===== src/rtl/core/icne_pkg.sv =====
// Shared types and constants of the inverse-Collatz node expander.
`timescale 1ns / 1ps

package icne_pkg;

    localparam int unsigned VALUE_W       = 64;
    localparam int unsigned DEPTH_W       = 12;
    localparam int unsigned TBL_DEPTH_DEF = 4096;

    localparam logic [VALUE_W-1:0] ALL_ONES        = '1;
    localparam logic [VALUE_W-1:0] THIRD_K         = 64'h5555_5555_5555_5555;
    localparam logic [VALUE_W-1:0] RANGE_LIMIT_RST = 64'd65536;

    typedef enum logic {
        CMD_EXPAND = 1'b0,
        CMD_LOAD   = 1'b1
    } cmd_t;

    typedef enum logic [1:0] {
        DISP_ACTIVE   = 2'd0,
        DISP_DEFERRED = 2'd1,
        DISP_PRUNED   = 2'd2
    } disp_t;

    typedef enum logic [1:0] {
        REG_RANGE_LIMIT = 2'd0,
        REG_VALUE_BOUND = 2'd1,
        REG_STEPS_BOUND = 2'd2
    } reg_idx_t;

    typedef struct packed {
        cmd_t               cmd;
        logic [VALUE_W-1:0] node_value;
        logic [DEPTH_W-1:0] node_depth;
        logic [VALUE_W-1:0] table_word;
    } in_item_t;

    typedef struct packed {
        logic [VALUE_W-1:0] child_value;
        logic [DEPTH_W-1:0] child_depth;
        disp_t              disposition;
        logic               last_child;
    } out_item_t;

    typedef struct packed {
        logic wr_en;
        logic rd_en;
    } tbl_ctl_t;

    typedef struct packed {
        logic               odd_valid;
        logic [VALUE_W-1:0] odd_value;
        disp_t              odd_disp;
        logic [VALUE_W-1:0] even_value;
        disp_t              even_disp;
        logic [DEPTH_W-1:0] depth;
    } brood_t;

endpackage


===== src/rtl/core/icne_emit.sv =====
// Output register that delivers the odd child, when there is one, and then the doubled child of a node.
`timescale 1ns / 1ps

module icne_emit (
    input  logic                 clk,
    input  logic                 rst_n,
    input  logic                 brood_valid,
    output logic                 brood_ready,
    input  icne_pkg::brood_t     brood,
    output logic                 out_valid,
    input  logic                 out_stall,
    output icne_pkg::out_item_t  out_data
);
    import icne_pkg::*;

    logic   e_v_reg;
    logic   e_v_next;
    logic   e_odd_reg;
    logic   e_odd_next;
    brood_t b_reg;
    logic   load;

    assign brood_ready = !e_v_reg || (!out_stall && !e_odd_reg);
    assign load        = brood_valid && brood_ready;

    always_comb
    begin
        e_v_next   = e_v_reg;
        e_odd_next = e_odd_reg;
        if (load)
        begin
            e_v_next   = 1'b1;
            e_odd_next = brood.odd_valid;
        end
        else if (e_v_reg && !out_stall)
        begin
            if (e_odd_reg)
                e_odd_next = 1'b0;
            else
                e_v_next = 1'b0;
        end
    end

    always_ff @(posedge clk or negedge rst_n)
    begin
        if (!rst_n)
        begin
            e_v_reg   <= 1'b0;
            e_odd_reg <= 1'b0;
        end
        else
        begin
            e_v_reg   <= e_v_next;
            e_odd_reg <= e_odd_next;
        end
    end

    always_ff @(posedge clk)
    begin
        if (load)
            b_reg <= brood;
    end

    always_comb
    begin
        out_valid            = e_v_reg;
        out_data.child_depth = b_reg.depth;
        if (e_odd_reg)
        begin
            out_data.child_value = b_reg.odd_value;
            out_data.disposition = b_reg.odd_disp;
            out_data.last_child  = 1'b0;
        end
        else
        begin
            out_data.child_value = b_reg.even_value;
            out_data.disposition = b_reg.even_disp;
            out_data.last_child  = 1'b1;
        end
    end

endmodule


===== config.mk =====
export PLATFORM = sky130hd
export DESIGN_NAME = icne_emit
export DESIGN_NICKNAME = d
export VERILOG_FILES = /design/src/rtl/core/icne_pkg.sv /design/src/rtl/core/icne_emit.sv
export SDC_FILE = /design/constraint.sdc
export NUM_CORES = 1
export LEC_CHECK = 0
export BUFFER_PORTS_ARGS = -buffer_cell sky130_fd_sc_hd__buf_4
export CORE_ASPECT_RATIO = 0.7
export CORE_MARGIN = 2
export CORE_UTILIZATION = 30
export CTS_CLUSTER_DIAMETER = 60
export DETAILED_ROUTE_END_ITERATION = 10
export GPL_ROUTABILITY_DRIVEN = 0
export GPL_TIMING_DRIVEN = 0
export PLACE_DENSITY = 0.56
export SETUP_SLACK_MARGIN = 0.02
export SYNTH_ARGS = -nofsm -noshare
export SYNTH_HDL_FRONTEND = slang
export SYNTH_SLANG_ARGS = --single-unit

===== constraint.sdc =====
create_clock -name clk -period 10.7 [get_ports clk]
set_input_delay 1.605 -clock clk [delete_from_list [all_inputs] [get_ports clk]]
set_output_delay 1.605 -clock clk [all_outputs]
set_load 0.005 [all_outputs]

# Word level (Yosys, flattened, before mapping)
# Index checks and enable logic that the tools add are counted.
[op_classes] n_lt_le_gt_ge=0 shift=0 n_eq_ne=1 reduce_logical=9 addsub=0 muxes=7 bitwise_logic=0 n_mul=0 div_mod_pow=0
[op_table] cell="$mux 64" n=1
[op_table] cell="$mux 1" n=5
[op_table] cell="$logic_and 1x1->1" n=3
[op_table] cell="$logic_not 1->1" n=3
[op_table] cell="$mux 3" n=1
[op_table] cell="$ne 2x1->1 const B" n=1
[op_table] cell="$reduce_and 2->1" n=1
[op_table] cell="$reduce_bool 2->1" n=1
[op_table] cell="$logic_or 1x1->1" n=1
[word_totals] in_bits=149 mem_bits_rw=0 reg_bits=146 out_inout_bits=81 word_cells=24 mem_count=0 mem_bits_ro=0 latch_bits=0

# Longest topological paths before layout
[logic_depth] depth_word=6 mapped_depth=4 ltp_nobuf=2

# Worst setup path before layout
# No wires, ideal clock.
[synth_timing] kind="in2reg" from="input port out_stall" to="register b_reg[100] (netlist name), enable pin" stages=2 setup_time_ps=520 path_slack_ps=4988 arrival_time_ps=5192 n_path_buf=0 required_ps=10180 path_cell_list="o21ai_1 -> and2_1"
[synth_via] elab_chain_len=4
[synth_lines] item="start: declaration" line="icne_emit.sv:11" rtl="input logic out_stall,"
[synth_lines] item="$logic_not 1->1" line="icne_emit.sv:23" rtl="assign brood_ready = !e_v_reg || (!out_stall && !e_odd_reg);"
[synth_lines] item="$logic_and 1x1->1" line="icne_emit.sv:23"
[synth_lines] item="$logic_or 1x1->1" line="icne_emit.sv:23"
[synth_lines] item="$logic_and 1x1->1" line="icne_emit.sv:24" rtl="assign load = brood_valid && brood_ready;"
[synth_lines] item="end signal: assignment" line="icne_emit.sv:61" rtl="b_reg <= brood;"
[synth_lines] item="end: declaration" line="icne_emit.sv:20" rtl="brood_t b_reg;"
# No other way between the ends.
# A chain may end at the register's enable or synchronous reset.

# Worst setup path after layout
[layout_timing] from="input port out_stall" to="output port brood_ready"
[layout_via] elab_chain_len=3
[layout_lines] item="$logic_not 1->1" line="icne_emit.sv:23"
[layout_lines] item="$logic_and 1x1->1" line="icne_emit.sv:23"
[layout_lines] item="$logic_or 1x1->1" line="icne_emit.sv:23"
[layout_lines] item="end: declaration" line="icne_emit.sv:8" rtl="output logic brood_ready,"
# No other way between the ends.

==> results.md <==
- Status: finished clean
- Top cells by area, synth: edfxtp_1, mux2_2, mux2_4
- Critical Path AT: ~2100 ps
- Yosys synthesis warning count: 0
- Via Count: 3050
- CP cell instances: buf_4 -> o21ai_1 -> buf_4
- Slowest library cell on the worst path: o21ai_1
- CTS Buf Count: 17
- VDD IR max: ~0.071 mV
- Number of port buffers: between 200 and 250
- Max_slew headroom: around 78%
- Routed WL per cell: around 16 um
- Synthesis-to-layout area growth: 48.4%
- Post-CTS setup buffers: 0
- Mapped cell area: about 5400 um2
- Detailed-route wire length: approximately 12 mm
- Post-DP HPWL: 8.51 mm
- Worst reg2reg path depth: 5
- Final Skew: ~7.1 ps
- # resized after CTS: 0
- Most used cell, CP: buf_4
- Cells after synthesis: between 200 and 250
- Max Clk Rate: between 200 and 300 MHz
- Power Density: between 150 and 200 nW/um2
- Max FFs per register: ~130
- Final Cycle Share: between 30% and 40%
- Most frequent cell after synthesis: edfxtp_1
- Number of global-route vias before repair: roughly 3.2k
- Hold Crit Start: out_valid$_DFFE_PN0P_
- Share of cells above drive strength 1: just under 70%
- Ant diodes: 0
- Clock sinks: 146
- Rows: 40
- Antenna violations before repair: 0
- Setup TNS: 0 ps
- Hold endpoint: out_valid$_DFFE_PN0P_
- Placed Cells: 702
- Die X: 164 um
- Clk root buf: clkbuf_16
- Setup violations, final: 0
- Fill count: 1533
- Finished Layout Cells: 733
- RSZ-0062 raised after global routing: no
- First-pass detailed-route iteration total: 4
- Clk slew on worst S/H paths: 60 ps
- Worst Path Required: between 9000 and 10000 ps
- # DRC: 0
- DIE AREA: between 15000 and 20000 um2
- Max Cap Viol: 0
- All-Layer GR Usage: 12.4%
- Nets@finish: approximately 640
- Main synth FF type: edfxtp_1
- Largest net degree at the start of global routing: between 60 and 70
- Synth Area per Inst: around 22 um2
- Min-Delay Path Class: register to register
- Number of flops mapped to enable cells by yosys: ~140
- Initial Util: 31.0%
- Fin. Hold Viols: 0
- Worst hold path stage count: 2
- # hold bufs at CTS: 0
- H-tree Lvls: 4
- Seq/Total Area, Yosys: a little over 80%
- ANT nets after route: 0
- Yosys top cell area share: between 80% and 90%
- Max-slew violation count: 0
- Syn Nets: 389
- R2R Setup Slk: roughly 8500 ps
- Die height: between 100 and 150 um
- CP peak stage delay: about 250 ps
- Cell taking the most area after synthesis: edfxtp_1
- Slew @ Worst Pin: roughly 340 ps
- Clock tree buffer depth: 2
- CTS tree: built
- Launch point of the worst reg-to-reg path: e_odd_reg$_DFFE_PN0P_
- Post-synth ARST share: under 10%
- Yosys cell types: 12
- CP Launch Type: input port
- Worst reg2reg endpoint: b_reg[47]$_DFFE_PP_
- Crit end category: primary output
- Vias/cell: roughly 4.2
- Max Fanout on Critical Path: 4
- List of most frequent post-synthesis cells: edfxtp_1, mux2_2, mux2_4, buf_4
- First-pass GRT wire length: about 17 mm
- Total power: 1.45 mW
- Overflow after GRT: 0
- Synthesized flop and latch total: between 100 and 150
- Clock Latency Late Sink: roughly 420 ps
- Placeable Area: 17400 um2
- Worst setup path class: input port to primary output
- Detailed Route Iter0 Violations: 126
- Final min period: roughly 3700 ps
- Static Leak: between 3 and 4 nW
- I/O pin total: 230
==> layout by cell type, fill, tap and decap left out, types with 2 or more instances in the layout <==
master,n
buf_2,4
edfxtp_1,144
inv_6,3
mux2_2,48
clkinv_1,2
clkinv_4,2
clkinvlp_4,2
nand2b_1,3
dfrtp_1,2
buf_16,2
clkbuf_16,17
buf_6,4
mux2_4,18
clkinv_2,3
buf_4,241
==> final cells by class <==
class	count	area [um2]	share of cell area (%)
multi-input cells	73	860	10.7
clock inverters	13	111	1.39
inverters	1	3.75	0.0469
plain buffers	20	155	1.94
repair buffers	231	1770	22.2
well taps	231	289	3.61
flip-flops and latches	146	4370	54.7
clock buffers	18	429	5.37
==> critical path: cells and delay by family <==
family / cells / cell delay, ps
AOI/OAI and AO/OA: 1 / 250
buffers and inverters: 2 / 280
==> per-layer routing <==
metal / global-route usage (%) / wire length, um
met5: 0 / 0
met4: 4.62 / 157
met3: 7.07 / 1390
met2: 18.8 / 5400
met1: 14.7 / 4810
==> through the flow <==
step | utilization [%] | area [um2] | setup WS [ps] | hold slack (ps)
floorplan | - | 5390 | 4990 | 594
global placement | 42.6 | 7400 | 3680 | 587
detailed placement | 42.9 | 7460 | 6950 | 637
CTS | 46.0 | 8000 | 6950 | 652
global route | 46.0 | 8000 | 6890 | 740
finish | 46.0 | 8000 | 6950 | 649
==> worst max-delay path by stage <==
stage          slack (ps)  cells past startpoint  startpoint              endpoint
6_report             6950                      3   out_stall           brood_ready
5_1_grt              6890                      3   out_stall           brood_ready
4_1_cts              6950                      3   out_stall           brood_ready
3_5_place_dp         6950                      3   out_stall           brood_ready
3_3_place_gp         3680                      3   out_stall   b_reg[37]$_DFFE_PP_
2_1_floorplan        4990                      2   out_stall  b_reg[100]$_DFFE_PP_
==> report_power, final <==
group	switching [mW]	internal, mW	total [mW]
combinational	0.0830	0.135	0.218
sequential	0.00903	0.679	0.688
clock	0.228	0.318	0.546
total	0.320	1.13	1.45
==> cells by family after synthesis <==
family | count (synthesis) | share of synthesized area (%)
AO/OA/AOI/OAI | 2 | 0.278
buffers and inverters | 21 | 2.95
flip-flops | 146 | 81.2
multiplexers | 66 | 15.0
AND/OR/NAND/NOR | 5 | 0.580
(Power assumes the default switching activity.)
