===== src/rtl/core/icne_pkg.sv =====
// Shared types and constants of the inverse-Collatz node expander.
`timescale 1ns / 1ps

package icne_pkg;

    localparam int unsigned VALUE_W       = 64;
    localparam int unsigned DEPTH_W       = 12;
    localparam int unsigned TBL_DEPTH_DEF = 4096;

    localparam logic [VALUE_W-1:0] ALL_ONES        = '1;
    localparam logic [VALUE_W-1:0] THIRD_K         = 64'h5555_5555_5555_5555;
    localparam logic [VALUE_W-1:0] RANGE_LIMIT_RST = 64'd65536;

    typedef enum logic {
        CMD_EXPAND = 1'b0,
        CMD_LOAD   = 1'b1
    } cmd_t;

    typedef enum logic [1:0] {
        DISP_ACTIVE   = 2'd0,
        DISP_DEFERRED = 2'd1,
        DISP_PRUNED   = 2'd2
    } disp_t;

    typedef enum logic [1:0] {
        REG_RANGE_LIMIT = 2'd0,
        REG_VALUE_BOUND = 2'd1,
        REG_STEPS_BOUND = 2'd2
    } reg_idx_t;

    typedef struct packed {
        cmd_t               cmd;
        logic [VALUE_W-1:0] node_value;
        logic [DEPTH_W-1:0] node_depth;
        logic [VALUE_W-1:0] table_word;
    } in_item_t;

    typedef struct packed {
        logic [VALUE_W-1:0] child_value;
        logic [DEPTH_W-1:0] child_depth;
        disp_t              disposition;
        logic               last_child;
    } out_item_t;

    typedef struct packed {
        logic wr_en;
        logic rd_en;
    } tbl_ctl_t;

    typedef struct packed {
        logic               odd_valid;
        logic [VALUE_W-1:0] odd_value;
        disp_t              odd_disp;
        logic [VALUE_W-1:0] even_value;
        disp_t              even_disp;
        logic [DEPTH_W-1:0] depth;
    } brood_t;

endpackage


===== src/rtl/core/icne_datapath.sv =====
// Expansion pipeline: table access, residue, exact division by three and activity tests.
`timescale 1ns / 1ps

module icne_datapath #(
    parameter int unsigned TBL_DEPTH = icne_pkg::TBL_DEPTH_DEF
) (
    input  logic                              clk,
    input  logic                              rst_n,
    input  logic                              in_valid,
    output logic                              in_stall,
    input  icne_pkg::in_item_t                in_data,
    input  logic [icne_pkg::VALUE_W-1:0]      range_limit,
    input  logic [icne_pkg::VALUE_W-1:0]      value_bound,
    input  logic [icne_pkg::DEPTH_W-1:0]      steps_bound,
    output icne_pkg::tbl_ctl_t                tbl_ctl,
    output logic [$clog2(TBL_DEPTH)-1:0]      tbl_wr_addr,
    output logic [icne_pkg::VALUE_W-1:0]      tbl_wr_data,
    output logic [$clog2(TBL_DEPTH)-1:0]      tbl_rd_addr,
    input  logic [icne_pkg::VALUE_W-1:0]      tbl_rd_data,
    output logic                              brood_valid,
    output icne_pkg::brood_t                  brood,
    input  logic                              brood_ready
);
    import icne_pkg::*;

    localparam int unsigned AW = $clog2(TBL_DEPTH);

    // Residue modulo three: base-four digits each weigh one.
    function automatic logic [1:0] mod3_64(input logic [VALUE_W-1:0] v);
        logic [3:0] grp [8];
        logic [6:0] tot;
        logic [3:0] fold;
        logic [1:0] res;
        for (int g = 0; g < 8; g++)
        begin
            grp[g] = 4'd0;
            for (int d = 0; d < 4; d++)
            begin
                grp[g] = grp[g] + 4'(v[g*8 + d*2 +: 2]);
            end
        end
        tot = 7'd0;
        for (int g = 0; g < 8; g++)
        begin
            tot = tot + 7'(grp[g]);
        end
        fold = 4'(tot[1:0]) + 4'(tot[3:2]) + 4'(tot[5:4]) + 4'(tot[6]);
        if (fold >= 4'd9)
            res = 2'(fold - 4'd9);
        else if (fold >= 4'd6)
            res = 2'(fold - 4'd6);
        else if (fold >= 4'd3)
            res = 2'(fold - 4'd3);
        else
            res = 2'(fold);
        return res;
    endfunction

    logic               accept;
    logic [DEPTH_W-1:0] in_cd;
    logic [DEPTH_W-1:0] in_r;
    logic               in_below;
    logic               in_rin;
    logic               rdy1;
    logic               rdy2;
    logic               rdy3;
    logic               rdy4;

    logic               s1_v_reg;
    logic [VALUE_W-1:0] s1_x_reg;
    logic [DEPTH_W-1:0] s1_cd_reg;
    logic               s1_below_reg;
    logic               s1_rin_reg;

    logic [1:0]         s1_m3;
    logic [VALUE_W-1:0] s1_a1;
    logic               s2_v_next;
    logic               s2_odd_next;
    logic [VALUE_W-1:0] s2_a2_next;
    logic               s2_unl_next;
    logic [VALUE_W-1:0] s2_lim_next;

    logic               s2_v_reg;
    logic [VALUE_W-1:0] s2_x_reg;
    logic [DEPTH_W-1:0] s2_cd_reg;
    logic               s2_odd_reg;
    logic [VALUE_W-1:0] s2_a2_reg;
    logic               s2_unl_reg;
    logic [VALUE_W-1:0] s2_lim_reg;

    logic [VALUE_W-1:0] s2_a3;
    logic [VALUE_W-1:0] s3_a4_next;
    logic [VALUE_W-1:0] s2_z;
    logic               s2_z_act;
    logic [VALUE_W-1:0] s3_zval_next;
    disp_t              s3_zdisp_next;

    logic               s3_v_reg;
    logic [DEPTH_W-1:0] s3_cd_reg;
    logic               s3_odd_reg;
    logic [VALUE_W-1:0] s3_a4_reg;
    logic               s3_unl_reg;
    logic [VALUE_W-1:0] s3_lim_reg;
    logic [VALUE_W-1:0] s3_zval_reg;
    disp_t              s3_zdisp_reg;

    logic [VALUE_W-1:0] s3_a5;
    logic [VALUE_W-1:0] s4_y_next;

    logic               s4_v_reg;
    logic [DEPTH_W-1:0] s4_cd_reg;
    logic               s4_odd_reg;
    logic [VALUE_W-1:0] s4_y_reg;
    logic               s4_unl_reg;
    logic [VALUE_W-1:0] s4_lim_reg;
    logic [VALUE_W-1:0] s4_zval_reg;
    disp_t              s4_zdisp_reg;

    logic               s4_y_act;

    // Handshake and table access at the input.
    assign rdy4     = !s4_v_reg || brood_ready;
    assign rdy3     = !s3_v_reg || rdy4;
    assign rdy2     = !s2_v_reg || rdy3;
    assign rdy1     = !s1_v_reg || rdy2;
    assign in_stall = !rdy1;
    assign accept   = in_valid && !in_stall;

    assign in_cd    = in_data.node_depth + 12'd1;
    assign in_below = in_cd < steps_bound;
    assign in_r     = steps_bound - in_cd;
    assign in_rin   = 32'(in_r) < 32'(TBL_DEPTH);

    assign tbl_ctl.rd_en = accept && (in_data.cmd == CMD_EXPAND);
    assign tbl_ctl.wr_en = accept && (in_data.cmd == CMD_LOAD)
                           && (32'(in_data.node_depth) < 32'(TBL_DEPTH));
    assign tbl_rd_addr   = AW'(in_r);
    assign tbl_wr_addr   = AW'(in_data.node_depth);
    assign tbl_wr_data   = in_data.table_word;

    // Stage one: residue, first steps of the product by the third constant, limit.
    always_comb
    begin
        s1_m3       = mod3_64(s1_x_reg);
        s1_a1       = s1_x_reg + (s1_x_reg << 2);
        s2_a2_next  = s1_a1 + (s1_a1 << 4);
        s2_v_next   = s1_v_reg && (s1_m3 != 2'd0);
        s2_odd_next = !s1_x_reg[0] && (s1_m3 == 2'd1);
        s2_unl_next = s1_below_reg && (!s1_rin_reg || (tbl_rd_data == ALL_ONES));
        s2_lim_next = s1_below_reg ? tbl_rd_data : range_limit;
    end

    // Stage two: doubled child and further product steps.
    always_comb
    begin
        s2_a3      = s2_a2_reg + (s2_a2_reg << 8);
        s3_a4_next = s2_a3 + (s2_a3 << 16);
        s2_z       = s2_x_reg << 1;
        s2_z_act   = (s2_z <= value_bound) && (s2_unl_reg || (s2_z < s2_lim_reg));
        if (s2_x_reg[VALUE_W-1])
        begin
            s3_zval_next  = '0;
            s3_zdisp_next = DISP_PRUNED;
        end
        else if (s2_z_act)
        begin
            s3_zval_next  = s2_z;
            s3_zdisp_next = DISP_ACTIVE;
        end
        else if (s2_z[VALUE_W-1])
        begin
            s3_zval_next  = '0;
            s3_zdisp_next = DISP_PRUNED;
        end
        else
        begin
            s3_zval_next  = s2_z;
            s3_zdisp_next = DISP_DEFERRED;
        end
    end

    // Stage three: (x - 1) / 3 as K - x * K modulo two to the sixty-fourth.
    always_comb
    begin
        s3_a5     = s3_a4_reg + (s3_a4_reg << 32);
        s4_y_next = THIRD_K - s3_a5;
    end

    // Stage four: odd child tests.
    always_comb
    begin
        s4_y_act         = (s4_y_reg <= value_bound) && (s4_unl_reg || (s4_y_reg < s4_lim_reg));
        brood.odd_valid  = s4_odd_reg && (s4_y_reg > 64'd1);
        brood.odd_value  = s4_y_reg;
        brood.odd_disp   = s4_y_act ? DISP_ACTIVE : DISP_DEFERRED;
        brood.even_value = s4_zval_reg;
        brood.even_disp  = s4_zdisp_reg;
        brood.depth      = s4_cd_reg;
    end

    assign brood_valid = s4_v_reg;

    always_ff @(posedge clk or negedge rst_n)
    begin
        if (!rst_n)
        begin
            s1_v_reg <= 1'b0;
            s2_v_reg <= 1'b0;
            s3_v_reg <= 1'b0;
            s4_v_reg <= 1'b0;
        end
        else
        begin
            if (rdy1)
                s1_v_reg <= accept && (in_data.cmd == CMD_EXPAND);
            if (rdy2)
                s2_v_reg <= s2_v_next;
            if (rdy3)
                s3_v_reg <= s2_v_reg;
            if (rdy4)
                s4_v_reg <= s3_v_reg;
        end
    end

    always_ff @(posedge clk)
    begin
        if (accept)
        begin
            s1_x_reg     <= in_data.node_value;
            s1_cd_reg    <= in_cd;
            s1_below_reg <= in_below;
            s1_rin_reg   <= in_rin;
        end
        if (rdy2)
        begin
            s2_x_reg   <= s1_x_reg;
            s2_cd_reg  <= s1_cd_reg;
            s2_odd_reg <= s2_odd_next;
            s2_a2_reg  <= s2_a2_next;
            s2_unl_reg <= s2_unl_next;
            s2_lim_reg <= s2_lim_next;
        end
        if (rdy3)
        begin
            s3_cd_reg    <= s2_cd_reg;
            s3_odd_reg   <= s2_odd_reg;
            s3_a4_reg    <= s3_a4_next;
            s3_unl_reg   <= s2_unl_reg;
            s3_lim_reg   <= s2_lim_reg;
            s3_zval_reg  <= s3_zval_next;
            s3_zdisp_reg <= s3_zdisp_next;
        end
        if (rdy4)
        begin
            s4_cd_reg    <= s3_cd_reg;
            s4_odd_reg   <= s3_odd_reg;
            s4_y_reg     <= s4_y_next;
            s4_unl_reg   <= s3_unl_reg;
            s4_lim_reg   <= s3_lim_reg;
            s4_zval_reg  <= s3_zval_reg;
            s4_zdisp_reg <= s3_zdisp_reg;
        end
    end

endmodule


===== config.mk =====
export PLATFORM = sky130hd
export DESIGN_NAME = icne_datapath
export DESIGN_NICKNAME = d
export VERILOG_FILES = /design/src/rtl/core/icne_pkg.sv /design/src/rtl/core/icne_datapath.sv
export SDC_FILE = /design/constraint.sdc
export NUM_CORES = 2
export LEC_CHECK = 0
export BUFFER_PORTS_ARGS = -buffer_cell sky130_fd_sc_hd__buf_2
export CAP_MARGIN = 20
export CORE_MARGIN = 10
export CORE_UTILIZATION = 50
export DETAILED_ROUTE_END_ITERATION = 6
export HOLD_SLACK_MARGIN = 0.1
export PLACE_DENSITY_LB_ADDON = 0.3
export REMOVE_ABC_BUFFERS = 1
export SETUP_SLACK_MARGIN = 0.3
export SLEW_MARGIN = 10
export SYNTH_ARGS = -nofsm -noshare
export SYNTH_HDL_FRONTEND = slang
export SYNTH_SLANG_ARGS = --single-unit

===== constraint.sdc =====
create_clock -name clk -period 10.59 [get_ports clk]
set_clock_uncertainty 0.1 [all_clocks]
set_input_delay 0.5295 -clock clk [delete_from_list [all_inputs] [get_ports clk]]
set_output_delay 0.5295 -clock clk [all_outputs]
set_load 0.1 [all_outputs]

== After elaboration in Yosys (flattened, before gate mapping) ==
Index checks and enable logic that the tools add are counted.

* Muxes and demuxes: 9
* Bitwise gates (word level): 1
* Add/sub/neg operators: 45
* Reductions and logical operators: 23
* Equality and inequality tests: 2
* Magnitude comparators: 9

{| class="wikitable"
|+ Operators with widths
! operator !! number
|-
| adder 64 bit || 5
|-
| less-or-equal comparator 64 bit || 2
|-
| < comparator 64 bit || 2
|-
| two-way mux 64 bit || 2
|-
| equality test 64 bit (second input constant) || 1
|-
| > comparator 64 x 1 -> 1 bit (second input constant) || 1
|-
| subtractor 63 x 64 -> 64 bit (first input constant) || 1
|-
| two-way mux 63 bit || 1
|-
| adder 3 x 2 -> 4 bit || 9
|-
| adder 4 x 2 -> 4 bit || 8
|-
| adder 7 x 4 -> 7 bit || 4
|-
| adder 2 x 2 -> 3 bit || 9
|-
| adder 12 x 1 -> 12 bit (second input constant) || 1
|-
| < comparator 12 bit || 1
|-
| subtractor 12 bit || 1
|-
| two-way mux 2 bit || 5
|-
| logical AND 1 bit || 9
|-
| adder 6 x 4 -> 7 bit || 1
|-
| adder 5 x 4 -> 6 bit || 1
|-
| zero test 1 bit || 6
|-
| logical OR 1 bit || 6
|-
| adder 4 x 4 -> 5 bit || 1
|-
| adder 4 x 1 -> 4 bit || 1
|-
| >= comparator 4 x 2 -> 1 bit (second input constant) || 1
|-
| 9 further kinds || 10
|}

* Input bits: 349
* Word-level logic and storage cells: 118
* Output and inout port bits: 237
* Bits in registers: 703

== Longest topological paths before layout ==
* Word-level depth: 19
* Gate-level depth with buffers: 32
* Gate-level depth less buffers: 32

== Worst setup path before layout ==
No wires, ideal clock.

* Path kind: register to register
* Start: register s4_v_reg (netlist: brood_valid)
* End: register s2_a2_reg[10], enable pin
* Stages on the path, launching flop included: 3
* Period minus slack after synthesis: 8018 ps
* Setup slack: 2572 ps
* Arrival time: 5788 ps
* Setup time: 2130 ps
* Cells stage by stage: dfrtp_1 > nor2b_1 > nand3_1

* Word-level cells in the longest chain between the ends: 4

{| class="wikitable"
|+ RTL lines
! element !! RTL line !! RTL
|-
| start, declared || icne_datapath.sv:110 || <nowiki>logic s4_v_reg;</nowiki>
|-
| start signal, assigned || icne_datapath.sv:221 || <nowiki>s4_v_reg <= s3_v_reg;</nowiki>
|-
| zero test 1 bit || icne_datapath.sv:122 || <nowiki>assign rdy4 = !s4_v_reg || brood_ready;</nowiki>
|-
| logical OR 1 bit || icne_datapath.sv:122 ||
|-
| logical OR 1 bit || icne_datapath.sv:123 || <nowiki>assign rdy3 = !s3_v_reg || rdy4;</nowiki>
|-
| logical OR 1 bit || icne_datapath.sv:124 || <nowiki>assign rdy2 = !s2_v_reg || rdy3;</nowiki>
|-
| net rdy2 || icne_datapath.sv:65 || <nowiki>logic rdy2;</nowiki>
|-
| end signal, assigned || icne_datapath.sv:239 || <nowiki>s2_a2_reg <= s2_a2_next;</nowiki>
|-
| end, declared || icne_datapath.sv:87 || <nowiki>logic [VALUE_W-1:0] s2_a2_reg;</nowiki>
|}

The timed path passes the listed nets, and every way through them passes these cells.
A chain may end at the register's enable or synchronous reset.

== Final worst setup path ==
* Start: register s1_x_reg[3]
* End: register s2_v_reg

* Word-level cells in the longest chain between the ends: 19

{| class="wikitable"
|+ RTL lines
! element !! RTL line !! RTL
|-
| start, declared || icne_datapath.sv:70 || <nowiki>logic [VALUE_W-1:0] s1_x_reg;</nowiki>
|-
| start signal, assigned || icne_datapath.sv:229 || <nowiki>s1_x_reg <= in_data.node_value;</nowiki>
|-
| adder 2 x 2 -> 3 bit (*) || icne_datapath.sv:39 || <nowiki>grp[g] = grp[g] + 4'(v[g*8 + d*2 +: 2]);</nowiki>
|-
| adder 3 x 2 -> 4 bit (*) || icne_datapath.sv:39 ||
|-
| adder 4 x 2 -> 4 bit (*) || icne_datapath.sv:39 ||
|-
| adder 4 x 4 -> 5 bit (*) || icne_datapath.sv:45 || <nowiki>tot = tot + 7'(grp[g]);</nowiki>
|-
| adder 5 x 4 -> 6 bit (*) || icne_datapath.sv:45 ||
|-
| adder 6 x 4 -> 7 bit (*) || icne_datapath.sv:45 ||
|-
| adder 7 x 4 -> 7 bit (*) (4 in a row) || icne_datapath.sv:45 ||
|-
| adder 2 x 2 -> 3 bit || icne_datapath.sv:47 || <nowiki>fold = 4'(tot[1:0]) + 4'(tot[3:2]) + 4'(tot[5:4]) + 4'(tot[6]);</nowiki>
|-
| adder 3 x 2 -> 4 bit || icne_datapath.sv:47 ||
|-
| adder 4 x 1 -> 4 bit (*) || icne_datapath.sv:47 ||
|-
| >= comparator 4 x 2 -> 1 bit or subtractor 2 bit (tied branches) || icne_datapath.sv:52, icne_datapath.sv:53 ||
|-
| two-way mux 2 bit || icne_datapath.sv:52 || <nowiki>else if (fold >= 4'd3)</nowiki>
|-
| two-way mux 2 bit || icne_datapath.sv:50 || <nowiki>else if (fold >= 4'd6)</nowiki>
|-
| two-way mux 2 bit (*) || icne_datapath.sv:48 || <nowiki>if (fold >= 4'd9)</nowiki>
|-
| nonzero test 2 bit (*) || icne_datapath.sv:147 || <nowiki>s2_v_next = s1_v_reg && (s1_m3 != 2'd0);</nowiki>
|-
| logical AND 1 bit (*) || icne_datapath.sv:147 ||
|-
| end signal, assigned || icne_datapath.sv:217 || <nowiki>s2_v_reg <= s2_v_next;</nowiki>
|-
| end, declared || icne_datapath.sv:83 || <nowiki>logic s2_v_reg;</nowiki>
|}

Every way passes the cells marked *; elsewhere a longest branch is shown, timed or not.

==> impl_metrics.py <==
metrics = {
    "logic_synthesis": {
        "yosysWarnings": 0,
        "synth.avg_cell_area_sq_um": 11.0,
        "ys.flop_type": "edfxtp_1",
        "netlist_area_sq_um": 47900,
        "yosys.cell_count.top_type": "edfxtp_1",
        "synthArstFlopShare_pct": 0.572,
        "synth-edff-count": 695,
        "ys_seq_area_share_pct": 43.8,
        "synth_common_cells": "edfxtp_1 (695), ha_1 (614), inv_1 (461)",
        "synth_top_cell_by_area": "edfxtp_1",
        "synth_cells": 4358,
        "yosys.area.top_type_share_pct": 43.6,
        "ys_top_cells_by_area": "edfxtp_1 (44%), ha_1 (16%), a21o_1 (4.0%), inv_1 (3.6%), a21oi_1 (3.6%)",
        "ys_ff_latch": 699,
        "netlist-cell-type-count": 92,
    },
    "die": {
        "initial_core_util_pct": 50.4,
        "core_area_sq_um": 95000,
        "chipWidth_microns": 329,
        "ioPinCount": 586,
        "fp-row-count": 113,
        "die_area_sq_um": 109000,
        "dieHeight_microns": 329,
    },
    "critical_path": {
        "crit_fanout": 5,
        "cp-start-kind": "flop",
        "end_kind": "flop",
        "arrival_ns": 8.87,
        "worstSetupPathType": "reg -> reg",
        "r2r_setup_slack_ns": 2.14,
        "required_ns": 11.01,
    },
    "timing": {
        "fin_tns_setup_ns": 0,
        "rsz0062_at_grt": "false",
        "fin_crit_ns": 8.45,
        "final_hold_viol_count": 0,
        "worstMarginPinSlew_ns": 1.15,
        "max_freq_mhz": 118,
        "finalCritPeriodShare_pct": 79.8,
        "setup_violations": 0,
        "final_max_slew_viol_count": 0,
        "maxSlewHeadroom_pct": 23.4,
    },
    "worst_hold_path": {
        "hp-class": "in -> reg",
    },
    "clocking": {
        "cts_buffers": 74,
        "clockRootBuffer": "clkbuf_16",
        "clock_path_buffers": 3,
        "clk_latency_ns": 0.64,
        "htree_levels": 3,
        "cts_tree": "done",
        "ctsResizeCount": 0,
        "clk_pin_slew_ns": 0.06,
        "clock_sinks": 699,
    },
    "drt": {
        "drtIter0Drc": 3778,
        "num_vias": 36300,
        "via_per_inst": 5.89,
        "drc": 0,
        "drtAntennaViolNets": 0,
        "first_pass_iters": 6,
        "totalWireLength_microns": 158000,
        "wl_per_cell_microns": 25.6,
    },
    "grt": {
        "grt_max_degree": 129,
        "track_usage_pct": 28.1,
        "antenna_found_initial": 15,
        "grt_pass1_vias": 35300,
        "overflow": 0,
        "grt_pass1_wl_microns": 228000,
    },
    "layout": {
        "layout-drive-gt1-share_pct": 14.1,
        "fillers": 8000,
        "layout.nets": 5874,
        "synthToLayoutAreaGrowth_pct": 13.9,
    },
    "placement": {
        "place_congestion": 0.976,
        "io_buffers": 455,
        "dp_hpwl_microns": 128000,
    },
    "outcome": {
        "outcome": "finished clean",
    },
    "flow_run": {
        "max_cap_viol_count": 0,
    },
}
==> critical path, cell delays in order, from the launching register on <==
cell      delay [ns]
edfxtp_1        0.49
inv_1           0.11
fa_1            0.57
inv_1           0.06
fa_1            0.53
fa_1            0.53
fa_1            0.54
fa_1            0.52
fa_1            0.54
inv_1           0.05
fa_1            0.52
inv_1           0.04
ha_1            0.21
fa_1            0.40
a21o_1          0.19
a21oi_1         0.19
xnor2_1         0.11
fa_1            0.51
inv_1           0.07
fa_1            0.46
or3b_2          0.47
o21ai_0         0.25
a21oi_1         0.15
o221ai_1        0.21
mux2i_1         0.13
nand2b_1        0.16
a21bo_2         0.21
==> metrics by stage <==
step	cell area [sq um]	instances	setup WS, ns	util [%]	hold WS, ns
final	54500	6172	2.14	57.4	0.101
after global routing	54500	6168	1.81	57.4	0.108
after CTS	54500	6168	2.26	57.4	0.100
after detailed placement	51000	5932	2.28	53.6	0.268
after global placement	51000	5932	2.41	53.6	0.268
after floorplan	47000	4203	2.57	-	0.134
==> final timing paths <==
check                           startpoint         endpoint  depth (start not counted)
max                            s1_x_reg[3]         s2_v_reg                         26
min                           in_data[140]         s1_v_reg                          2
max reg2reg                    s1_x_reg[3]         s2_v_reg                         26
min reg2reg                s3_zval_reg[11]  s4_zval_reg[11]                          0
max in group asynchronous            rst_n         s2_v_reg                          2
min in group asynchronous            rst_n      brood_valid                          2
==> layer usage <==
metal / vias to the layer above / track usage (%) / wire [microns]
li1: 17000 / - / -
met1: 17500 / 37.2 / 64600
met2: 1623 / 45.4 / 73300
met4: 18 / 9.94 / 6050
met5: - / 1.42 / 200
met3: 278 / 5.52 / 13800
==> placed cells by master, fill, tap and decap left out, drive strengths merged, types with 12 or more instances in the layout <==
cell | netlist | routed
edfxtp | 695 | 695
ha | 614 | 614
inv | 461 | 464
buf | 90 | 464
a21oi | 343 | 343
a21o | 256 | 256
o21ai | 200 | 200
xnor2 | 190 | 190
nand2 | 190 | 190
nor2 | 188 | 188
nand4 | 142 | 142
xor2 | 104 | 104
dlygate4sd3 | 0 | 100
clkbuf | 66 | 87
and2 | 78 | 78
fa | 68 | 68
mux2 | 64 | 64
o21bai | 56 | 56
nor2b | 50 | 50
nand3 | 45 | 45
nand2b | 40 | 40
a211oi | 36 | 36
nor3 | 34 | 34
a31oi | 32 | 32
nor4 | 32 | 32
and3 | 31 | 31
clkinv | 0 | 26
o21a | 24 | 24
o211ai | 24 | 24
a21boi | 18 | 18
o31ai | 16 | 16
o31a | 15 | 15
bufinv | 0 | 14
or2 | 12 | 12
==> kinds of logic after synthesis <==
kind of cell    Yosys count  synth area share [%]
compound gates         1115                  15.3
simple gates            882                  9.51
flops                   699                  43.8
fa+ha+maj               682                  18.9
buf+inv                 617                  5.49
xor+xnor                295                  5.44
mux                      67                  1.57
other cells               1               0.00783
==> layout make-up <==
| type | count | area [sq um] | share of cell area (%) |
|---|---|---|---|
| multi-input combinational | 3043 | 24300 | 44.6 |
| sequential | 699 | 21000 | 38.5 |
| timing repair buffer | 564 | 3350 | 6.13 |
| clock buffer | 87 | 1920 | 3.52 |
| inverter | 461 | 1740 | 3.19 |
| tap | 1265 | 1580 | 2.90 |
| clock inverter | 49 | 649 | 1.19 |
| antenna | 4 | 10.0 | 0.0184 |
==> repair_timing <==
| item | 4_1_cts | 5_1_grt |
|---|---|---|
| endpoints found under the setup margin | 0 | 0 |
| hold buffers | 100 | 0 |
| endpoints found under the hold margin | 93 | 0 |
| buffers inserted | 0 | 0 |
Power is not shown: default switching activity piles up to over one toggle a cycle in this logic, so the estimate is an artifact.
